File: config.mk
export PLATFORM = sky130hd
export DESIGN_NAME = drt_cell
export DESIGN_NICKNAME = d
export VERILOG_FILES = /design/src/hdl/drt_pkg.sv /design/src/hdl/drt_cell.sv
export SDC_FILE = /design/constraint.sdc
export NUM_CORES = 1
export LEC_CHECK = 0
export BUFFER_PORTS_ARGS = -buffer_cell sky130_fd_sc_hd__buf_4
export CORE_ASPECT_RATIO = 0.5
export CORE_MARGIN = 2
export CORE_UTILIZATION = 55
export DETAILED_ROUTE_END_ITERATION = 10
export PLACE_DENSITY = 0.87
export SETUP_SLACK_MARGIN = 0.05
export SYNTH_ARGS = -nofsm -noshare
export SYNTH_HDL_FRONTEND = slang
export SYNTH_SLANG_ARGS = --single-unit
export TNS_END_PERCENT = 20
File: constraint.sdc
create_clock -name aclk -period 7.9 [get_ports aclk]
set_clock_uncertainty 0.1 [all_clocks]
set_input_delay 1.58 -clock aclk [delete_from_list [all_inputs] [get_ports aclk]]
set_output_delay 1.58 -clock aclk [all_outputs]
set_load 0.005 [all_outputs]
File: src/hdl/drt_pkg.sv
// Shared constants and types for the dense rank transform.
`timescale 1ns / 1ps

package drt_pkg;

    // Capacity of one set and the derived widths.
    localparam int MAX_ITEMS = 64;
    localparam int IDX_W     = $clog2(MAX_ITEMS);
    localparam int CNT_W     = $clog2(MAX_ITEMS + 1);
    localparam int VALUE_W   = 32;
    localparam int RANK_W    = 7;

    // Controller states.
    typedef enum logic [2:0] {
        ST_LOAD,
        ST_INIT_DUP,
        ST_SCAN_DUP,
        ST_INIT_CNT,
        ST_SCAN_CNT,
        ST_OUT
    } state_t;

    // Word that travels around the ring of cells.
    typedef struct packed {
        logic signed [VALUE_W-1:0] value;
        logic                      valid;
        logic                      rep;
    } nb_t;

    // Control broadcast from the controller to every cell.
    typedef struct packed {
        logic             load;
        logic [IDX_W-1:0] wr_idx;
        logic [CNT_W-1:0] count;
        logic             init_dup;
        logic             scan_dup;
        logic             init_cnt;
        logic             scan_cnt;
        logic [IDX_W-1:0] step;
        logic             shift_out;
    } cell_ctrl_t;

endpackage

File: src/hdl/drt_cell.sv
// One cell of the ring: holds one stored value, its duplicate mark and its rank.
`timescale 1ns / 1ps

module drt_cell (
    input  logic                        aclk,
    input  logic [drt_pkg::IDX_W-1:0]   cell_idx,
    input  drt_pkg::cell_ctrl_t         ctrl,
    input  drt_pkg::nb_t                nb_in,
    output drt_pkg::nb_t                nb_out,
    input  logic [drt_pkg::RANK_W-1:0]  rank_in,
    output logic [drt_pkg::RANK_W-1:0]  rank_out
);

    logic signed [drt_pkg::VALUE_W-1:0] value_reg;
    drt_pkg::nb_t                       travel_reg;
    logic                               rep_reg;
    logic [drt_pkg::RANK_W-1:0]         rank_reg;
    logic                               own_valid;
    logic                               init;
    logic                               earlier;

    // The cell holds a kept item when its position is below the item count.
    assign own_valid = (drt_pkg::CNT_W'(cell_idx) < ctrl.count);
    assign init      = ctrl.init_dup | ctrl.init_cnt;

    // After a shift distance of step, the visiting word came from an earlier
    // position exactly when it did not wrap around the ring.
    assign earlier = (ctrl.step <= cell_idx);

    // At the start of a pass the cell launches its own value; otherwise it
    // forwards the word it is currently looking at.
    always_comb begin
        if (init) begin
            nb_out.value = value_reg;
            nb_out.valid = own_valid;
            nb_out.rep   = rep_reg;
        end else begin
            nb_out = travel_reg;
        end
    end

    assign rank_out = rank_reg;

    // Stored value, written once per set at its arrival position; load data
    // arrives on the ring input's value lanes.
    always_ff @(posedge aclk) begin
        if (ctrl.load && (ctrl.wr_idx == cell_idx)) begin
            value_reg <= nb_in.value;
        end
    end

    // Visiting word moves one cell per cycle during both passes.
    always_ff @(posedge aclk) begin
        if (init || ctrl.scan_dup || ctrl.scan_cnt) begin
            travel_reg <= nb_in;
        end
    end

    // A value is the representative of its group unless an earlier equal one exists.
    always_ff @(posedge aclk) begin
        if (ctrl.init_dup) begin
            rep_reg <= 1'b1;
        end else if (ctrl.scan_dup && travel_reg.valid && earlier
                     && (travel_reg.value == value_reg)) begin
            rep_reg <= 1'b0;
        end
    end

    // Rank starts at one and adds one per distinct smaller value, then the ranks shift out.
    always_ff @(posedge aclk) begin
        if (ctrl.init_cnt) begin
            rank_reg <= drt_pkg::RANK_W'(1);
        end else if (ctrl.scan_cnt && travel_reg.valid && travel_reg.rep
                     && (travel_reg.value < value_reg)) begin
            rank_reg <= rank_reg + drt_pkg::RANK_W'(1);
        end else if (ctrl.shift_out) begin
            rank_reg <= rank_in;
        end
    end

endmodule

==> impl_metrics.ini <==
[status]
outcome = complete, no violations

[final_layout]
diodes = 0
layout_commonest_cell = buf_4
final_area_mm2 = 0.00533
fillers = 514
final_nets = 605
synthToLayoutAreaGrowth_pct = 30.1
final_cell_mix = buf_4 (116), edfxtp_1 (66), inv_1 (45)
layout-drive-gt1-share = 0.306
largest_reg_flops = 34

[synth]
netlist_instances = 371
yosys_register_bits = 74
synth_fp_nets = 488
yosysUniqueCellTypes = 43
netlist_area_mm2 = 0.00409
avgSynthCellArea_um2 = 11.0
yosys_warnings = 0
yosysSeqAreaShare = 0.523

[floorplanning]
die_area_mm2 = 0.00819
num_rows = 22
pin_count = 114
dieHeight_um = 65.0
die_w_um = 126
core_mm2 = 0.00727
initial_utilization = 0.563

[power]
swShare = 0.238
ir_drop_uv = 116
power_frac_clock = 0.383
power_switching_mw = 0.226
p_int_mw = 0.727
p_per_area_mw_per_mm2 = 179
power_leakage_nw = 2.37
power_frac_seq = 0.480
p_comb_frac = 0.137

[placement]
dp_hpwl_mm = 6.54
io_buffer_count = 113
place.gp.congestion = 0.855
placed_cell_area_mm2 = 0.00505

[clock_tree]
clockBufferDepth = 2
cts_resized = 0
path_clk_slew_ps = 60
cts_tree = done
postCtsSetupBuffers = 0
insertion_delay_ps = 340
clockRootBuffer = clkbuf_16
htree_levels = 3
cts_hold_buf = 0
cts_made_buffers = 9
cts_sinks = 74

[global_routing]
grt_usage = 0.229
use_met2 = 0.403
antenna_found_initial = 0
grt_max_degree = 40
busiest_layer = met2
grt_use_met3 = 0.0702
grt_pass1_wl_mm = 14.3
grt_overflow = 0
grt_pass1_vias = 3138
met1_usage = 0.266

[worst_setup_path]
startpoint = ctrl[8]
r2r_setup_slack_ps = 5190
critPathKind = input port to primary output
regToRegStartpoint = travel_reg[33]
startpoint_type = input port
worst_r2r_endpoint = rank_out[6]
path_max_fanout = 39
ff2ff_path_depth = 8
endpoint = nb_out[21]
crit_required_ps = 6220
end_kind = primary output
cp.arrival_ps = 3010

[sta]
timing.fmax_ghz = 0.213
rsz0062_at_grt = false
finalCritPeriodShare = 0.593
hold_viol = 0
setup_tns_ps = 0
worst_slew_pin_slew_ps = 768
finalSetupViolCount = 0
slew_viol_final = 0
relSlewSlack = 0.484
final.min_clock_period_ps = 4690

[route]
drt_pass1_iterations = 4
routed_wl_mm = 8.97
vias_per_cell = 5.42
vias = 3194
drcViolationCount = 0
routedWlPerCell_um = 15.2
drtAntennaViolNets = 0
drt-initial-drc-count = 230

[run]
max_cap_violations = 0

[hold_path]
hold_path.class = register to register
==> layout make-up <==
type	count	area (um^2)	area share
inverter	45	169	0.0317
clock buffer	9	225	0.0423
timing repair buffer	116	871	0.164
sequential	74	2140	0.402
clock inverter	7	46.3	0.00869
tap	96	120	0.0226
multi-input combinational	242	1750	0.329
==> how the worst min path moves through the flow <==
stage / from / endpoint / slack (ps) / cells after the start
floorplan: rep_reg / rep_reg / 340 / 2
global placement: rep_reg / rep_reg / 430 / 2
detailed placement: rep_reg / rep_reg / 440 / 2
CTS: rep_reg / rep_reg / 450 / 2
global route: rep_reg / rep_reg / 460 / 2
finish: rep_reg / rep_reg / 440 / 2
==> layer usage <==
metal / wire, um / up-vias
met1: 3720 / 1476
met2: 4490 / 104
met4: 182 / 0
li1: - / 1596
met3: 571 / 18
met5: 0 / -
==> power by group through the flow <==
stage               sequential [mW]  clock (mW)  combinational, mW
floorplan                     0.462           0             0.0637
global placement              0.464           0              0.126
detailed placement            0.465           0              0.130
CTS                           0.458       0.373              0.132
global route                  0.460       0.390              0.145
finish                        0.458       0.365              0.131
==> cell families (layout without fill, tap and decap cells) <==
logic type	after synthesis	after routing	share of synthesized area
XOR/XNOR	6	6	0.0128
adder cells (fa/ha/maj)	44	44	0.134
AND/OR/NAND/NOR	105	105	0.134
AO/OA/AOI/OAI	84	84	0.134
multiplexers	3	3	0.00825
flip-flops	74	74	0.523
buffers and inverters	55	177	0.0523
==> critical path, cell delays in order <==
cell	delay, ps
buf_4	170
nor2_4	470
buf_4	420
nand2_1	90
o21ai_0	110
buf_4	150
==> synthesized netlist by cell type, drive strengths merged <==
| library cell | instances | share of area |
|---|---|---|
| edfxtp | 66 | 0.48 |
| inv | 45 | 0.041 |
| ha | 44 | 0.13 |
| nand2 | 41 | 0.040 |
| o21ai | 36 | 0.044 |
| a21oi | 17 | 0.022 |
| nand3 | 16 | 0.020 |
| nand4 | 13 | 0.020 |
| dfxtp | 8 | 0.039 |
| a21o | 7 | 0.013 |
| clkbuf | 7 | 0.0064 |
| nor3 | 6 | 0.0073 |
| nor3b | 6 | 0.011 |
| o21a | 6 | 0.011 |
| and3 | 5 | 0.0076 |
| nor2 | 5 | 0.0046 |
| o22ai | 5 | 0.0076 |
| nor2b | 4 | 0.0061 |
| o211ai | 4 | 0.011 |
| buf | 3 | 0.0046 |
| mux2 | 3 | 0.0083 |
| nor4 | 3 | 0.0076 |
| xnor2 | 3 | 0.0064 |
| xor2 | 3 | 0.0064 |
| a211oi | 2 | 0.0049 |
| nand2b | 2 | 0.0031 |
| o311ai | 2 | 0.0079 |
| o31a | 2 | 0.0043 |
| a21boi | 1 | 0.0018 |
| nand3b | 1 | 0.0018 |
| o2111ai | 1 | 0.0037 |
| o221ai | 1 | 0.0037 |
| or2 | 1 | 0.0015 |
| or3 | 1 | 0.0015 |
| or4 | 1 | 0.0028 |
==> metrics by stage <==
stage | cells | worst slack (ps) | utilization | power (mW) | hold slack, ps
CTS | 589 | 3210 | 0.733 | 0.962 | 452
detailed placement | 573 | 3200 | 0.695 | 0.595 | 444
global placement | 573 | 3220 | 0.695 | 0.590 | 426
floorplan | 371 | 2390 | - | 0.526 | 344
finish | 589 | 3210 | 0.733 | 0.953 | 440
global route | 589 | 3030 | 0.733 | 0.995 | 464
Note: power is estimated with default switching activity, not from simulation.
