**config.mk**
```make
export PLATFORM = sky130hd
export DESIGN_NAME = drt_ctrl
export DESIGN_NICKNAME = d
export VERILOG_FILES = /design/src/hdl/drt_pkg.sv /design/src/hdl/drt_ctrl.sv
export SDC_FILE = /design/constraint.sdc
export NUM_CORES = 1
export LEC_CHECK = 0
export BUFFER_PORTS_ARGS = -buffer_cell sky130_fd_sc_hd__buf_2
export CAP_MARGIN = 20
export CORE_MARGIN = 5
export CORE_UTILIZATION = 38
export CTS_BUF_LIST = sky130_fd_sc_hd__clkbuf_16
export DETAILED_ROUTE_END_ITERATION = 12
export MAX_ROUTING_LAYER = met4
export PLACE_DENSITY_LB_ADDON = 0.2
export SLEW_MARGIN = 20
export SYNTH_ARGS = -nofsm -noshare
export SYNTH_HDL_FRONTEND = slang
export SYNTH_SLANG_ARGS = --single-unit
```
**constraint.sdc**
```tcl
create_clock -name aclk -period 2.3 [get_ports aclk]
set_input_delay 0.115 -clock aclk [delete_from_list [all_inputs] [get_ports aclk]]
set_output_delay 0.115 -clock aclk [all_outputs]
set_load 0.005 [all_outputs]
```
**src/hdl/drt_pkg.sv**
```systemverilog
// Shared constants and types for the dense rank transform.
`timescale 1ns / 1ps

package drt_pkg;

    // Capacity of one set and the derived widths.
    localparam int MAX_ITEMS = 64;
    localparam int IDX_W     = $clog2(MAX_ITEMS);
    localparam int CNT_W     = $clog2(MAX_ITEMS + 1);
    localparam int VALUE_W   = 32;
    localparam int RANK_W    = 7;

    // Controller states.
    typedef enum logic [2:0] {
        ST_LOAD,
        ST_INIT_DUP,
        ST_SCAN_DUP,
        ST_INIT_CNT,
        ST_SCAN_CNT,
        ST_OUT
    } state_t;

    // Word that travels around the ring of cells.
    typedef struct packed {
        logic signed [VALUE_W-1:0] value;
        logic                      valid;
        logic                      rep;
    } nb_t;

    // Control broadcast from the controller to every cell.
    typedef struct packed {
        logic             load;
        logic [IDX_W-1:0] wr_idx;
        logic [CNT_W-1:0] count;
        logic             init_dup;
        logic             scan_dup;
        logic             init_cnt;
        logic             scan_cnt;
        logic [IDX_W-1:0] step;
        logic             shift_out;
    } cell_ctrl_t;

endpackage

```
**src/hdl/drt_ctrl.sv**
```systemverilog
// Controller: item counting, pass sequencing and result handshake.
`timescale 1ns / 1ps

module drt_ctrl (
    input  logic                 aclk,
    input  logic                 aresetn,
    input  logic                 s_tvalid,
    input  logic                 s_tlast,
    output logic                 s_tready,
    output logic                 m_tvalid,
    input  logic                 m_tready,
    output logic                 m_tlast,
    output logic                 m_tuser,
    output drt_pkg::cell_ctrl_t  ctrl
);

    drt_pkg::state_t             state_reg, state_next;
    logic [drt_pkg::CNT_W-1:0]   count_reg, count_next;
    logic                        dropped_reg, dropped_next;
    logic [drt_pkg::IDX_W-1:0]   step_reg, step_next;
    logic [drt_pkg::CNT_W-1:0]   out_idx_reg, out_idx_next;
    logic                        in_word;
    logic                        out_word;
    logic                        room;
    logic                        step_done;
    logic                        out_last;

    assign in_word   = s_tvalid && (state_reg == drt_pkg::ST_LOAD);
    assign out_word  = m_tready && (state_reg == drt_pkg::ST_OUT);
    assign room      = (count_reg < drt_pkg::CNT_W'(drt_pkg::MAX_ITEMS));
    assign step_done = (step_reg == drt_pkg::IDX_W'(drt_pkg::MAX_ITEMS - 1));
    assign out_last  = ((out_idx_reg + drt_pkg::CNT_W'(1)) == count_reg);

    // Next state.
    always_comb begin
        state_next = state_reg;
        case (state_reg)
            drt_pkg::ST_LOAD: begin
                if (in_word && s_tlast) state_next = drt_pkg::ST_INIT_DUP;
            end
            drt_pkg::ST_INIT_DUP: state_next = drt_pkg::ST_SCAN_DUP;
            drt_pkg::ST_SCAN_DUP: begin
                if (step_done) state_next = drt_pkg::ST_INIT_CNT;
            end
            drt_pkg::ST_INIT_CNT: state_next = drt_pkg::ST_SCAN_CNT;
            drt_pkg::ST_SCAN_CNT: begin
                if (step_done) state_next = drt_pkg::ST_OUT;
            end
            drt_pkg::ST_OUT: begin
                if (out_word && out_last) state_next = drt_pkg::ST_LOAD;
            end
            default: state_next = drt_pkg::ST_LOAD;
        endcase
    end

    // Outputs and cell control.
    always_comb begin
        s_tready       = (state_reg == drt_pkg::ST_LOAD);
        m_tvalid       = (state_reg == drt_pkg::ST_OUT);
        m_tlast        = out_last;
        m_tuser        = dropped_reg;
        ctrl.load      = in_word && room;
        ctrl.wr_idx    = count_reg[drt_pkg::IDX_W-1:0];
        ctrl.count     = count_reg;
        ctrl.init_dup  = (state_reg == drt_pkg::ST_INIT_DUP);
        ctrl.scan_dup  = (state_reg == drt_pkg::ST_SCAN_DUP);
        ctrl.init_cnt  = (state_reg == drt_pkg::ST_INIT_CNT);
        ctrl.scan_cnt  = (state_reg == drt_pkg::ST_SCAN_CNT);
        ctrl.step      = step_reg;
        ctrl.shift_out = out_word;
    end

    // Counters and the overflow flag.
    always_comb begin
        count_next   = count_reg;
        dropped_next = dropped_reg;
        step_next    = step_reg;
        out_idx_next = out_idx_reg;
        if (in_word) begin
            if (room) begin
                count_next = count_reg + drt_pkg::CNT_W'(1);
            end else begin
                dropped_next = 1'b1;
            end
        end
        if ((state_reg == drt_pkg::ST_INIT_DUP) || (state_reg == drt_pkg::ST_INIT_CNT)) begin
            step_next = drt_pkg::IDX_W'(1);
        end else begin
            step_next = step_reg + drt_pkg::IDX_W'(1);
        end
        if (state_reg == drt_pkg::ST_SCAN_CNT) begin
            out_idx_next = '0;
        end else if (out_word) begin
            out_idx_next = out_idx_reg + drt_pkg::CNT_W'(1);
            if (out_last) begin
                count_next   = '0;
                dropped_next = 1'b0;
            end
        end
    end

    always_ff @(posedge aclk) begin
        if (!aresetn) begin
            state_reg   <= drt_pkg::ST_LOAD;
            count_reg   <= '0;
            dropped_reg <= 1'b0;
            step_reg    <= '0;
            out_idx_reg <= '0;
        end else begin
            state_reg   <= state_next;
            count_reg   <= count_next;
            dropped_reg <= dropped_next;
            step_reg    <= step_next;
            out_idx_reg <= out_idx_next;
        end
    end

endmodule

```
==> out/results.ini <==
[logic_synthesis]
yosysWarnings=0
syn_area_per_cell_sq_um=8.86
synth_top_area_share_pct=36.9
synthSimpleGateAreaFrac_pct=25.0
synth_fp_nets=155
syn-cell-area_sq_um=1300
yosys.area_share.xor_xnor_pct=15.5
synthCells=147
synth_top_family_by_area=simple AND/OR/NAND/NOR gates
synth-compound-area-share_pct=11.6
ys_types=39
yosys_register_bits=24
yosys-top-cells-area=dfxtp_1 (37%), xnor2_1 (8.1%), xor2_1 (7.4%)
yosys.area_share.adder_pct=2.88
synthMuxAreaShare_pct=0.768
yosysSeqAreaShare_pct=36.9
synth_top_area_cell=dfxtp_1

[setup_path]
crit_type=flop to output pin
crit_fanout=5
path_cells=ha_1, xor2_1, o2111ai_1, o21ai_1, nor3_1, buf_2
crit_slowest_cell=dfxtp_1
cp.required_ns=2.18
startpoint_type=flop
crit_path_max_incr_delay_ns=0.44
worstPathArrival_ns=1.94
worst-r2r-setup-slack_ns=0.32
critPathCaptureType=output pin

[clock_network]
cts_root_buf=clkbuf_16
cts_made_buffers=3
h-tree-depth=1
cts_buffer_depth=2
cts_tree=built
cts_sinks=24
cts_setup_buffers=0
cts_resized=0
ctsHoldBuffers=0
clock_latency_ns=0.26
path_clk_slew_ns=0.06

[drt]
wl_per_cell_um=13.3
detail-route-antenna-nets=0
via_per_inst=4.98
vias=1091
dr.pass1.iters=4
routed_wl_um=2910
dr.first_iter.drc_count=53
drc_errors=0

[die]
coreArea_sq_um=3340
rows=21
fp.dieW_um=68.5
fp.dieH_um=68.5
fp.dieArea_sq_um=4700
floorplan.initialDensity_pct=39.0
io_pins=34

[power]
vdd.ir_drop.worst_uv=226
swShare_pct=22.4
clockPowerShare_pct=45.6
power_per_cell_area_nw_per_um2=699
seq_power_share_pct=42.8
intPower_uw=838
switchingPower_uw=242
leakage_uw=0.000669
combPwrFrac_pct=11.6

[final_layout]
fill_cells=346
most-common-layout-cells=buf_2 (33), dfxtp_1 (24), nor2_1 (21), nand2_1 (15), xnor2_1 (12)
layout.nets=182
diodes=0
seq_area_sq_um=480
multiInputGateArea_sq_um=726
layout.cells.most_common=buf_2
drive_gt1_share_pct=25.4
area_growth_syn_to_layout_pct=18.6
fin_util_pct=46.3

[sta]
tightest_slew_ns=0.510
fin_crit_sh_pct=89.3
max_slew_margin_pct=65.9
slew_violations=0
finalClockSkew_ns=0.00288
tns_ns=0
rsz0062_at_grt=false
max_freq_mhz=487
final-setup-viol-count=0
hold_viol=0
min_period_ns=2.05

[place]
gp_congestion=0.787
dp_hpwl_um=2220
portBuffers=33

[hold_path]
hold_class=primary input to flop

[global_routing]
grt_pass1_vias=1031
grt_antenna_before_repair=0
grt_use_met1_pct=16.6
grt_pass1_wl_um=4820
grt_busiest_layer=met2
grtUsageMet2_pct=23.1
track_usage_pct=13.9
grt_max_degree=15
grt_overflow_total=0
globalRouteMet3Util_pct=2.43

[flow_run]
drv_cap=0

[run_status]
outcome=completed

## metrics by stage
step | area, sq um | hold slack (ns) | total power, uW | setup slack [ns] | instances
after floorplan | 1300 | 0.247 | 556 | 0.559 | 147
after global placement | 1440 | 0.371 | 594 | 0.416 | 215
after detailed placement | 1440 | 0.378 | 597 | 0.330 | 215
after CTS | 1550 | 0.121 | 1090 | 0.228 | 219
after global routing | 1550 | 0.137 | 1130 | 0.121 | 219
final | 1550 | 0.119 | 1080 | 0.247 | 219
## critical path, delay by kind of cell (launching register included)
family / cells / cell delay (ns)
DFF: 1 / 0.44
AOI/OAI and AO/OA: 2 / 0.36
and+or+nand+nor: 1 / 0.33
adders and majority gates: 1 / 0.29
buffers and inverters: 1 / 0.18
xor gates and xnor gates: 1 / 0.09
## power by group through the flow
stage                     sequential (uW)  combinational (uW)  clock, uW
after floorplan                       457                99.1          0
final                                 462                 125        492
after detailed placement              470                 127          0
after global placement                468                 126          0
after CTS                             462                 128        500
after global routing                  466                 144        518
## final cells by class
type	count	area share, %
Clock buffer	3	4.86
Clock inverter	1	1.94
Inverter	3	0.729
Multi-Input combinational cell	109	47.0
Sequential cell	24	31.1
Tap cell	46	3.72
Timing Repair Buffer	33	10.7
## layer usage
metal  wire, um  vias up
met5          0        -
met4         42        0
met3         87        5
met2       1490       22
met1       1280      508
li1           -      556
## final timing paths
check	start	to	cells after the start
worst min-delay path	m_tready	state_reg[2]$_SDFFE_PN0P_	2
worst max register to register	out_idx_reg[0]$_SDFFE_PP0P_	count_reg[6]$_SDFF_PN0_	6
worst max-delay path	out_idx_reg[0]$_SDFFE_PP0P_	m_tlast	6
worst min register to register	m_tuser$_SDFF_PN0_	m_tuser$_SDFF_PN0_	2
## synthesized netlist by cell type, drive strengths merged
library cell and number:
buf 11, nor2 22, or3 2, o21a 1, nor4 1, mux2i 1, xor2 11, nand2 15
a21oi 3, dfxtp 24, a21boi 1, o31ai 2, xnor2 12, inv 3, nor3 5, o41ai 1
and3 4, ha 3, a31oi 2, a41oi 2, nand4bb 1, nand4b 1, and4 1, nand3b 1
nand4 2, nand3 5, o21ai 5, nand2b 1, o2111ai 2, and3b 2
## kinds of logic (layout without fill, tap and decap cells)
| group | Yosys count | count (layout) |
|---|---|---|
| compound gates | 19 | 19 |
| buf+inv | 14 | 40 |
| xor+xnor | 23 | 23 |
| simple gates | 63 | 63 |
| fa+ha+maj | 3 | 3 |
| flops | 24 | 24 |
| mux | 1 | 1 |
No activity file was read; power rests on OpenSTA's default activity.
